==> src/rtl/lat_pkg.sv <==
`timescale 1ns / 1ps
`default_nettype none
// ----------------------------------------------------------------------------
// Linear array table package
// Shared sizes, request and status codes, and controller/datapath structs.
// ----------------------------------------------------------------------------
package lat_pkg;

   localparam int DEPTH   = 128;
   localparam int IDX_W   = $clog2(DEPTH);
   localparam int CNT_W   = $clog2(DEPTH + 1);
   localparam int WORD_W  = 32;
   localparam int REQ_W   = 2;
   localparam int POS_W   = 8;
   localparam int STAT_W  = 2;
   localparam int WHERE_W = 7;
   localparam int COUNT_W = 8;
   localparam int CMP_W   = (CNT_W > POS_W) ? CNT_W : POS_W;

   typedef enum logic [REQ_W-1:0] {
      OP_INSERT  = 2'd0,
      OP_DEL_IDX = 2'd1,
      OP_DEL_VAL = 2'd2,
      OP_FIND    = 2'd3
   } req_op_type;

   typedef enum logic [STAT_W-1:0] {
      ST_DONE = 2'd0,
      ST_BAD  = 2'd1,
      ST_MISS = 2'd2
   } status_type;

   typedef struct packed {
      logic       load;
      logic       run_up;
      logic       run_down;
      logic       run_scan;
      logic       put;
      logic       inc_total;
      logic       dec_total;
      logic       rsp_load;
      status_type rsp_status;
   } dp_cmd_type;

   typedef struct packed {
      req_op_type op;
      logic       ins_ok;
      logic       del_ok;
      logic       up_more;
      logic       down_more;
      logic       scan_more;
      logic       cmp_pending;
      logic       hit;
   } dp_stat_type;

endpackage
`default_nettype wire

==> src/rtl/lat_ctrl.sv <==
`timescale 1ns / 1ps
`default_nettype none
// ----------------------------------------------------------------------------
// Linear array table controller
// Sequences dispatch, shift, scan and result hand-off for one request.
// ----------------------------------------------------------------------------
module lat_ctrl (
   input  wire logic                clock,
   input  wire logic                reset,
   input  wire logic                req_valid,
   output logic                     req_stall,
   output logic                     rsp_valid,
   input  wire logic                rsp_stall,
   output lat_pkg::dp_cmd_type      cmd,
   input  wire lat_pkg::dp_stat_type stat
);
   import lat_pkg::*;

   typedef enum logic [2:0] {
      S_IDLE,
      S_DISPATCH,
      S_UP,
      S_PUT,
      S_DOWN,
      S_SCAN,
      S_DONE
   } state_type;

   state_type  state_ff;
   logic       stall_ff;
   logic       rsp_valid_ff;
   status_type code_ff;
   logic       out_free;

   assign out_free  = !rsp_valid_ff || !rsp_stall;
   assign req_stall = stall_ff;
   assign rsp_valid = rsp_valid_ff;

   always_comb begin
      cmd            = '0;
      cmd.load       = (state_ff == S_IDLE) && req_valid;
      cmd.run_up     = state_ff == S_UP;
      cmd.run_down   = state_ff == S_DOWN;
      cmd.run_scan   = state_ff == S_SCAN;
      cmd.put        = state_ff == S_PUT;
      cmd.inc_total  = state_ff == S_PUT;
      cmd.dec_total  = (state_ff == S_DOWN) && !stat.down_more;
      cmd.rsp_load   = (state_ff == S_DONE) && out_free;
      cmd.rsp_status = code_ff;
   end

   always_ff @(posedge clock) begin
      if (reset) begin
         state_ff     <= S_IDLE;
         stall_ff     <= 1'b0;
         rsp_valid_ff <= 1'b0;
         code_ff      <= ST_DONE;
      end else begin
         if ((state_ff == S_DONE) && out_free) begin
            rsp_valid_ff <= 1'b1;
         end else if (rsp_valid_ff && !rsp_stall) begin
            rsp_valid_ff <= 1'b0;
         end
         case (state_ff)
            S_IDLE: begin
               if (req_valid) begin
                  state_ff <= S_DISPATCH;
                  stall_ff <= 1'b1;
                  code_ff  <= ST_DONE;
               end
            end
            S_DISPATCH: begin
               case (stat.op)
                  OP_INSERT: begin
                     if (stat.ins_ok) begin
                        state_ff <= S_UP;
                     end else begin
                        code_ff  <= ST_BAD;
                        state_ff <= S_DONE;
                     end
                  end
                  OP_DEL_IDX: begin
                     if (stat.del_ok) begin
                        state_ff <= S_DOWN;
                     end else begin
                        code_ff  <= ST_BAD;
                        state_ff <= S_DONE;
                     end
                  end
                  default: state_ff <= S_SCAN;
               endcase
            end
            S_UP: begin
               if (!stat.up_more) begin
                  state_ff <= S_PUT;
               end
            end
            S_PUT: state_ff <= S_DONE;
            S_DOWN: begin
               if (!stat.down_more) begin
                  state_ff <= S_DONE;
               end
            end
            S_SCAN: begin
               if (stat.hit) begin
                  state_ff <= (stat.op == OP_DEL_VAL) ? S_DOWN : S_DONE;
               end else if (!stat.scan_more && !stat.cmp_pending) begin
                  code_ff  <= ST_MISS;
                  state_ff <= S_DONE;
               end
            end
            S_DONE: begin
               if (out_free) begin
                  stall_ff <= 1'b0;
                  state_ff <= S_IDLE;
               end
            end
            default: begin
               state_ff <= S_IDLE;
               stall_ff <= 1'b0;
            end
         endcase
      end
   end

endmodule
`default_nettype wire

==> config.mk <==
export PLATFORM = sky130hd
export DESIGN_NAME = lat_ctrl
export DESIGN_NICKNAME = d
export VERILOG_FILES = /design/src/rtl/lat_pkg.sv /design/src/rtl/lat_ctrl.sv
export SDC_FILE = /design/constraint.sdc
export NUM_CORES = 1
export LEC_CHECK = 0
export ABC_AREA = 0
export BUFFER_PORTS_ARGS = -buffer_cell sky130_fd_sc_hd__buf_2
export CORE_MARGIN = 10
export CORE_UTILIZATION = 25
export CTS_CLUSTER_DIAMETER = 120
export CTS_CLUSTER_SIZE = 20
export DETAILED_ROUTE_END_ITERATION = 10
export HOLD_SLACK_MARGIN = 0.05
export SLEW_MARGIN = 0
export SYNTH_ARGS = -nofsm -noshare
export SYNTH_HDL_FRONTEND = slang
export SYNTH_SLANG_ARGS = --single-unit
==> constraint.sdc <==
create_clock -name clock -period 3.2 [get_ports clock]
set_clock_uncertainty 0.05 [all_clocks]
set_input_delay 0.32 -clock clock [delete_from_list [all_inputs] [get_ports clock]]
set_output_delay 0.32 -clock clock [all_outputs]
set_load 0.01 [all_outputs]
Yosys cells after proc, flatten, opt, wreduce, memory -nomap -nowiden:

Index checks and enable logic that the tools add are counted.

* register bits after elaboration: 7
* word-level logic and storage cells: 65

* equal/unequal tests: 18
* multiplexer cells: 23
* bitwise operators: 1
* reduce and logical (&&, ||, !) cells: 19

Operators by type and width (count)
* $mux 3: 7
* $pmux 3 s7: 1
* $mux 2: 7
* $ne 2x2->1 const B: 5
* $eq 3x3->1 const B: 3
* $reduce_and 7->1: 1
* $eq 3x2->1 const B: 2
* $ne 3x3->1 const B: 2
* $pmux 2 s3: 1
* $pmux 3 s2: 1
* $logic_and 1x1->1: 5
* $logic_not 1->1: 5
* $reduce_and 5->1: 1
* $reduce_or 5->1: 1
* $mux 1: 4
* $pmux 2 s2: 1
* $eq 3x1->1 const B: 1
* $logic_not 3->1: 1
* $ne 3x1->1 const B: 1
* $ne 3x2->1 const B: 1
* $pmux 1 s3: 1
* $reduce_and 3->1: 1
* $reduce_bool 3->1: 1
* $eq 2x1->1 const B: 1
* 6 further kinds: 6

Depth between registers and ports, before layout:

Gate-level depths: netlist of run 1.

* depth after elaboration: 5
* gate-level depth with buffers: 5
* depth with buffers taken out: 4

Worst setup path after synthesis of run 1:

No wires, ideal clock.

* path type: register -> output
* start: reg state_ff[2]
* end: out cmd[3] (netlist bit)
* data arrival time: 1271 ps
* path slack: 1559 ps
* cell stages (with the launch flop): 4
* buffers on the path: 1
* cells stage by stage: dfxtp_1 -> clkbuf_1 -> nor3b_1 -> nor2b_1

RTL lines
* from (decl): RTL line lat_ctrl.sv:29 `state_type state_ff;`
* from (signal assigned): RTL line lat_ctrl.sv:106 `state_ff <= (stat.op == OP_DEL_VAL) ? S_DOWN : S_DONE;`
* to (decl): RTL line lat_ctrl.sv:14 `output lat_pkg::dp_cmd_type cmd,`

==> results of run 1 <==
## cell families (layout without fill, tap and decap cells)
logic type	count (synthesis)	after routing	synth area share (%)
simple gates	35	35	44.2
compound gates	16	16	21.2
flops	7	7	29.6
buf+inv	5	29	5.03
## power breakdown
group / switching (mW) / internal (mW) / leakage (nW) / total (mW)
clock network: 0.0322 / 0.0475 / 0.0150 / 0.0798
logic: 0.0714 / 0.0685 / 0.234 / 0.140
registers: 0.0408 / 0.106 / 0.0573 / 0.147
total: 0.144 / 0.222 / 0.306 / 0.367
## state kept, by name (all words and copies together), names as in the netlist
| signal | count |
|---|---|
| rsp_valid | 1 |
| req_stall | 1 |
| code_ff | 2 |
| state_ff | 3 |
## critical path, stage by stage (launching register included)
cell and delay, ns:
dfxtp_1 0.56, nand2_1 0.11, or2_1 0.24, a21oi_1 0.11, buf_2 0.14
## area by class of cell
type                       instances  share of cell area [%]
multi-input combinational         51                    49.0
sequential                         7                    22.2
clock buffer                       4                    4.17
timing repair buffer              24                    19.0
tap                               25                    4.96
inverter                           1                   0.595
## cell usage after synthesis (all sizes together) (2+ instances only)
cell | number | area, µm²
dfxtp | 7 | 140
nor2 | 7 | 26.3
a21oi | 6 | 30.0
nand2b | 5 | 31.3
o21ai | 5 | 25.0
nor2b | 4 | 25.0
nor3 | 4 | 20.0
nand2 | 3 | 11.3
a31oi | 2 | 12.5
buf | 2 | 12.5
clkbuf | 2 | 7.51
nand3b | 2 | 15.0
or4b | 2 | 20.0
## worst min-delay path by stage
stage | end | start | slack (ns)
final | rsp_valid | reset | 0.29
after global routing | code_ff[0] | reset | 0.29
after CTS | rsp_valid | reset | 0.29
after detailed placement | code_ff[0] | code_ff[0] | 0.44
after global placement | code_ff[0] | code_ff[0] | 0.43
after floorplan | code_ff[0] | reset | 0.34
## metal layers
metal,share of wire (%),vias up,global-route usage [%]
li1,-,274,-
met1,43,220,7.72
met2,42,21,9.92
met3,13,4,5.30
met4,1.5,0,2.46
met5,0,-,0
==> flow_summary_export.csv, run 1 <==
group,metric,value,unit
outcome,outcome,"finished, final reports clean",
critical_path,cp-end-kind,"primary output",
clock_network,cts_resized,0,
clock_network,ctsRootBufferMaster,"clkbuf_4",
final_layout,multi_input_comb_area,309,µm²
pwr,finalPower,0.367,mW
sta,setup_slack,1.41,ns
pwr,ir_drop,258,µV
final_layout,diodes,0,
die,die_y,63.5,µm
sta,slew_violations,0,
global_route,grt_max_degree,17,
global_route,antenna_found_initial,0,
final_layout,fin_cells,112,
final_layout,utilization,35.7,%
placement,placed_cell_area,604,µm²
die,rows,15,
worst_hold_path,holdCritPathClass,"input pin to register",
critical_path,reg2reg_setup_slack,1.48,ns
final_layout,final_cell_mix,"buf_2, nor2_1, dfxtp_1, a21oi_1, nand2b_1",
critical_path,start_kind,"register",
yosys,synth_fp_nets,76,
final_layout,fillers,222,
die,core_area,0.00176,mm²
critical_path,timing.rr.start,"state_ff[0]",
clock_network,h-tree-depth,1,
sta,slew-limit-headroom,61.8,%
clock_network,postCtsSetupBuffers,0,
final_layout,area_growth,33.3,%
yosys,ys_seq_elements,7,
global_route,overflow,0,
critical_path,r2r-end,"code_ff[0]",
routing,drtIter0Drc,3,
yosys,synth_cell_types,27,
yosys,synth_ff_type,"dfxtp_1",
yosys,avgSynthCellArea,7.51,µm²
routing,antenna_left,0,
sta,worstMarginPinSlew,0.570,ns
routing,routed_wl,1.32,mm
final_layout,final_area,631,µm²
sta,fin_tns_setup,0,ns
yosys,yosysSeqAreaShare,29.6,%
yosys,syn_inst,63,
routing,drc,0,
clock_network,cts_tree,"done",
final_layout,ff_latch_area,140,µm²
die,die_x,63.5,µm
clock_network,clock-sinks,7,
critical_path,path_max_fanout,14,
final_layout,drive_gt1_share,32.2,%
final_layout,layout.nets,101,
placement,io_buffers,24,
critical_path,r2r_cells,4,
worst_hold_path,hold_path_depth,2,
critical_path,critPathKind,"register to primary output",
die,io_pins,25,
sta,fin_crit,1.79,ns
sta,setup_viol,0,
pwr,powerDensity,581,mW/mm²
critical_path,setup.worst_path.end,"cmd[2]",
placement,gp_congestion,0.796,
sta,hold_ws,0.288,ns
placement,dp_hpwl,1.07,mm
placement,dp.cells,108,
flow_run,cap_viol_max_count,0,
yosys,synth_area,473,µm²
sta,fmax,560,MHz
sta,rsz0062_at_grt,"no",
routing,wl_per_cell,11.8,µm
critical_path,cp.arrival,1.42,ns
clock_network,clkTransAtPathRegs,0.05,ns
clock_network,clk_latency,0.25,ns
yosys,yosys_warnings,0,
routing,vias,519,
pwr,power.leakage,0.306,nW
global_route,grt_pass1_wl,2.34,mm
final_layout,layout_commonest_cell,"buf_2",
yosys,synth_edf_count,0,
die,dieArea,0.00403,mm²
global_route,grtUsageTotal,6.98,%
clock_network,cts_buffers,3,
routing,viasPerCell,4.63,
sta,fin_crit_sh,55.8,%
sta,finalHoldViolCount,0,
die,initial_core_util,26.8,%
critical_path,worstSetupStartpoint,"state_ff[2]",
clock_network,cts.path.max_buffers,2,
clock_network,postCtsHoldBufs,0,
yosys,synthArstFlopShare,0,%
critical_path,crit_required,2.83,ns
global_route,grt_pass1_vias,537,
placement,dp_slack,1.49,ns
routing,drt-pass1-iter-count,3,
Power figures use the tool's default switching activity.
==> run 2, diff against run 1 <==
--- a/config.mk
+++ b/config.mk
@@ -5,7 +5,7 @@
 export SDC_FILE = /design/constraint.sdc
 export NUM_CORES = 1
 export LEC_CHECK = 0
-export ABC_AREA = 0
+export ABC_AREA = 1
 export BUFFER_PORTS_ARGS = -buffer_cell sky130_fd_sc_hd__buf_2
 export CORE_MARGIN = 10
 export CORE_UTILIZATION = 25
==> constraint.sdc (replaced) <==
create_clock -name clock -period 1.5 [get_ports clock]
set_clock_uncertainty 0.05 [all_clocks]
set_input_delay 0.15 -clock clock [delete_from_list [all_inputs] [get_ports clock]]
set_output_delay 0.15 -clock clock [all_outputs]
set_load 0.01 [all_outputs]
==> run 2 against run 1 <==
  * Die area up 18%
  * Sequential power increased by 140%
  * Power increased to 3.8 times the previous value
  * Synthesized area is 26% higher
  * Global-route usage increased by 0.22 points
  * Final cell count grew 32%
  * Clock power increased by 120%
  * Hold slack lost 0.10 ns
  * Worst setup slack got worse by 1.3 ns
  * Highest routed layer is now met3
==> flow_summary_export.csv, run 2 <==
group,metric,value,unit
final_layout,layout_commonest_cell,"buf_2",
critical_path,crit_required,1.30,ns
final_layout,fillers,254,
yosys,avgSynthCellArea,6.50,µm²
pwr,power.leakage,0.416,nW
pwr,powerDensity,1760,mW/mm²
die,io_pins,25,
routing,vias,657,
final_layout,largest_reg_flops,3,
sta,slew_violations,0,
yosys,synthArstFlopShare,0,%
clock_network,clk_latency,0.26,ns
final_layout,final_cell_mix,"buf_2, nand2_1, nor2_1, inv_1, a21oi_1",
sta,worstMarginPinSlew,0.217,ns
critical_path,cp-end-kind,"primary output",
worst_hold_path,holdCritPathClass,"input pin to register",
final_layout,reg_top3,"state_ff: 3 flops, code_ff: 2 flops",
yosys,syn_inst,92,
yosys,synth_edf_count,0,
yosys,synth.most_common_cell,"nand2_1",
global_route,grt_max_degree,10,
clock_network,cts_buffers,3,
final_layout,drive_gt1_share,45.0,%
global_route,grt_pass1_wl,2.66,mm
yosys,synth_area,598,µm²
die,dieArea,0.00475,mm²
sta,slew-limit-headroom,85.4,%
clock_network,cts_tree,"done",
final_layout,diodes,0,
critical_path,start_kind,"register",
routing,viasPerCell,4.44,
die,initial_core_util,26.5,%
placement,dp_hpwl,1.36,mm
routing,drtIter0Drc,31,
clock_network,h-tree-depth,1,
routing,wl_per_cell,10.9,µm
final_layout,layout.nets,134,
global_route,grt_pass1_vias,626,
yosys,yosys_warnings,0,
yosys,synth_top_area_share,23.4,%
sta,fin_crit,1.39,ns
yosys,ys_seq_elements,7,
die,core_area,0.00225,mm²
routing,routed_wl,1.61,mm
yosys,synth_cell_types,21,
die,die_x,68.9,µm
die,rows,17,
placement,io_buffers,24,
die,die_y,68.9,µm
yosys,synth_ff_type,"dfxtp_1",
yosys,synth_fp_nets,105,
sta,fmax,717,MHz
final_layout,fin_cells,148,
yosys,synth_commonest_cells,"nand2_1, nor2_1, inv_1",
yosys,ys_top_cells_by_area,"dfxtp_1, nand2_1, nor2_1",
routing,drc,0,
flow_run,cap_viol_max_count,0,
critical_path,cp.arrival,1.19,ns
yosys,synth_area_leader_cell,"dfxtp_1",
clock_network,clkTransAtPathRegs,0.05,ns
final_layout,largest-register,"state_ff",
outcome,outcome,"finished, final reports clean",
critical_path,critPathKind,"register to primary output",
sta,setup_viol,0,
sta,rsz0062_at_grt,"no",
clock_network,clock-sinks,7,
global_route,grtUsageTotal,7.20,%
clock_network,ctsRootBufferMaster,"clkbuf_4",
clock_network,cts.path.max_buffers,2,
sta,finalHoldViolCount,0,
pwr,ir_drop,594,µV
routing,antenna_left,0,
sta,hold_ws,0.186,ns
clock_network,postCtsSetupBuffers,0,
sta,fin_crit_sh,93.0,%
yosys,yosysSeqAreaShare,23.4,%
global_route,antenna_found_initial,0,
sta,fin_tns_setup,0,ns
routing,drt-pass1-iter-count,4,
placement,gp_congestion,0.862,
final_layout,area_growth,31.0,%
global_route,overflow,0,
critical_path,path_max_fanout,9,
placement,dp.cells,143,
-- run 2: changes by cell type after synthesis, sizes merged, moves of 4 or more --
cell / change
nor2: +12
nand2b: -5
nor2b: -4
nand3: +9
inv: +14
nand2: +16
-- run 2: metrics by stage --
| stage | power, mW | area (µm²) | utilization (%) | setup WS, ns |
|---|---|---|---|---|
| floorplan | 0.997 | 598 | - | 0.252 |
| global placement | 1.16 | 738 | 32.7 | 0.126 |
| detailed placement | 1.18 | 738 | 32.7 | 0.121 |
| CTS | 1.37 | 776 | 34.4 | 0.00153 |
| global route | 1.53 | 783 | 34.7 | 0.0311 |
| finish | 1.38 | 783 | 34.7 | 0.105 |
-- run 2: worst max-delay path, cell delays in order (launching register included) --
cell     delay (ns)
dfxtp_2        0.45
inv_2          0.09
nor4_1         0.22
buf_2          0.18
-- run 2: timing repair --
item | in CTS | in global routing
hold endpoints to repair | 2 | 0
setup endpoints to repair | 2 | 4
hold buffers | 1 | 0
gates resized for setup | 1 | 3
-- run 2: final timing paths --
path / startpoint / to / slack (ns) / cells after the start
setup reg to reg: state_ff[2] / state_ff[2] / 0.23 / 7
hold reg to reg: req_stall / req_stall / 0.39 / 2
setup / recovery: state_ff[2] / cmd[3] / 0.11 / 3
hold / removal: rsp_stall / rsp_valid / 0.19 / 3
-- run 2: power by group --
group | switching (mW) | internal, mW
Combinational | 0.500 | 0.338
Sequential | 0.102 | 0.257
Clock | 0.0761 | 0.102
-- run 2: layer usage --
metal	wire, µm	up-vias	track usage, %	share of wire [%]
li1	-	350	-	-
met1	565	295	7.40	35
met2	884	12	12.7	55
met3	157	0	3.38	9.8
met4	0	0	2.22	0
met5	0	-	0	0
-- run 2: layout make-up --
class | instances | area (µm²) | share of cell area (%)
clock buffer | 4 | 26.3 | 3.35
multi-input combinational | 66 | 369 | 47.1
inverter | 15 | 56.3 | 7.19
tap | 28 | 35.0 | 4.47
timing repair buffer | 28 | 153 | 19.5
sequential | 7 | 144 | 18.4
-- run 2: cells by family after synthesis --
group / after synthesis / share of synthesized area [%]
AO/OA/AOI/OAI: 13 / 14.0
flip-flops: 7 / 23.4
AND/OR/NAND/NOR: 53 / 46.9
buffers and inverters: 19 / 15.7
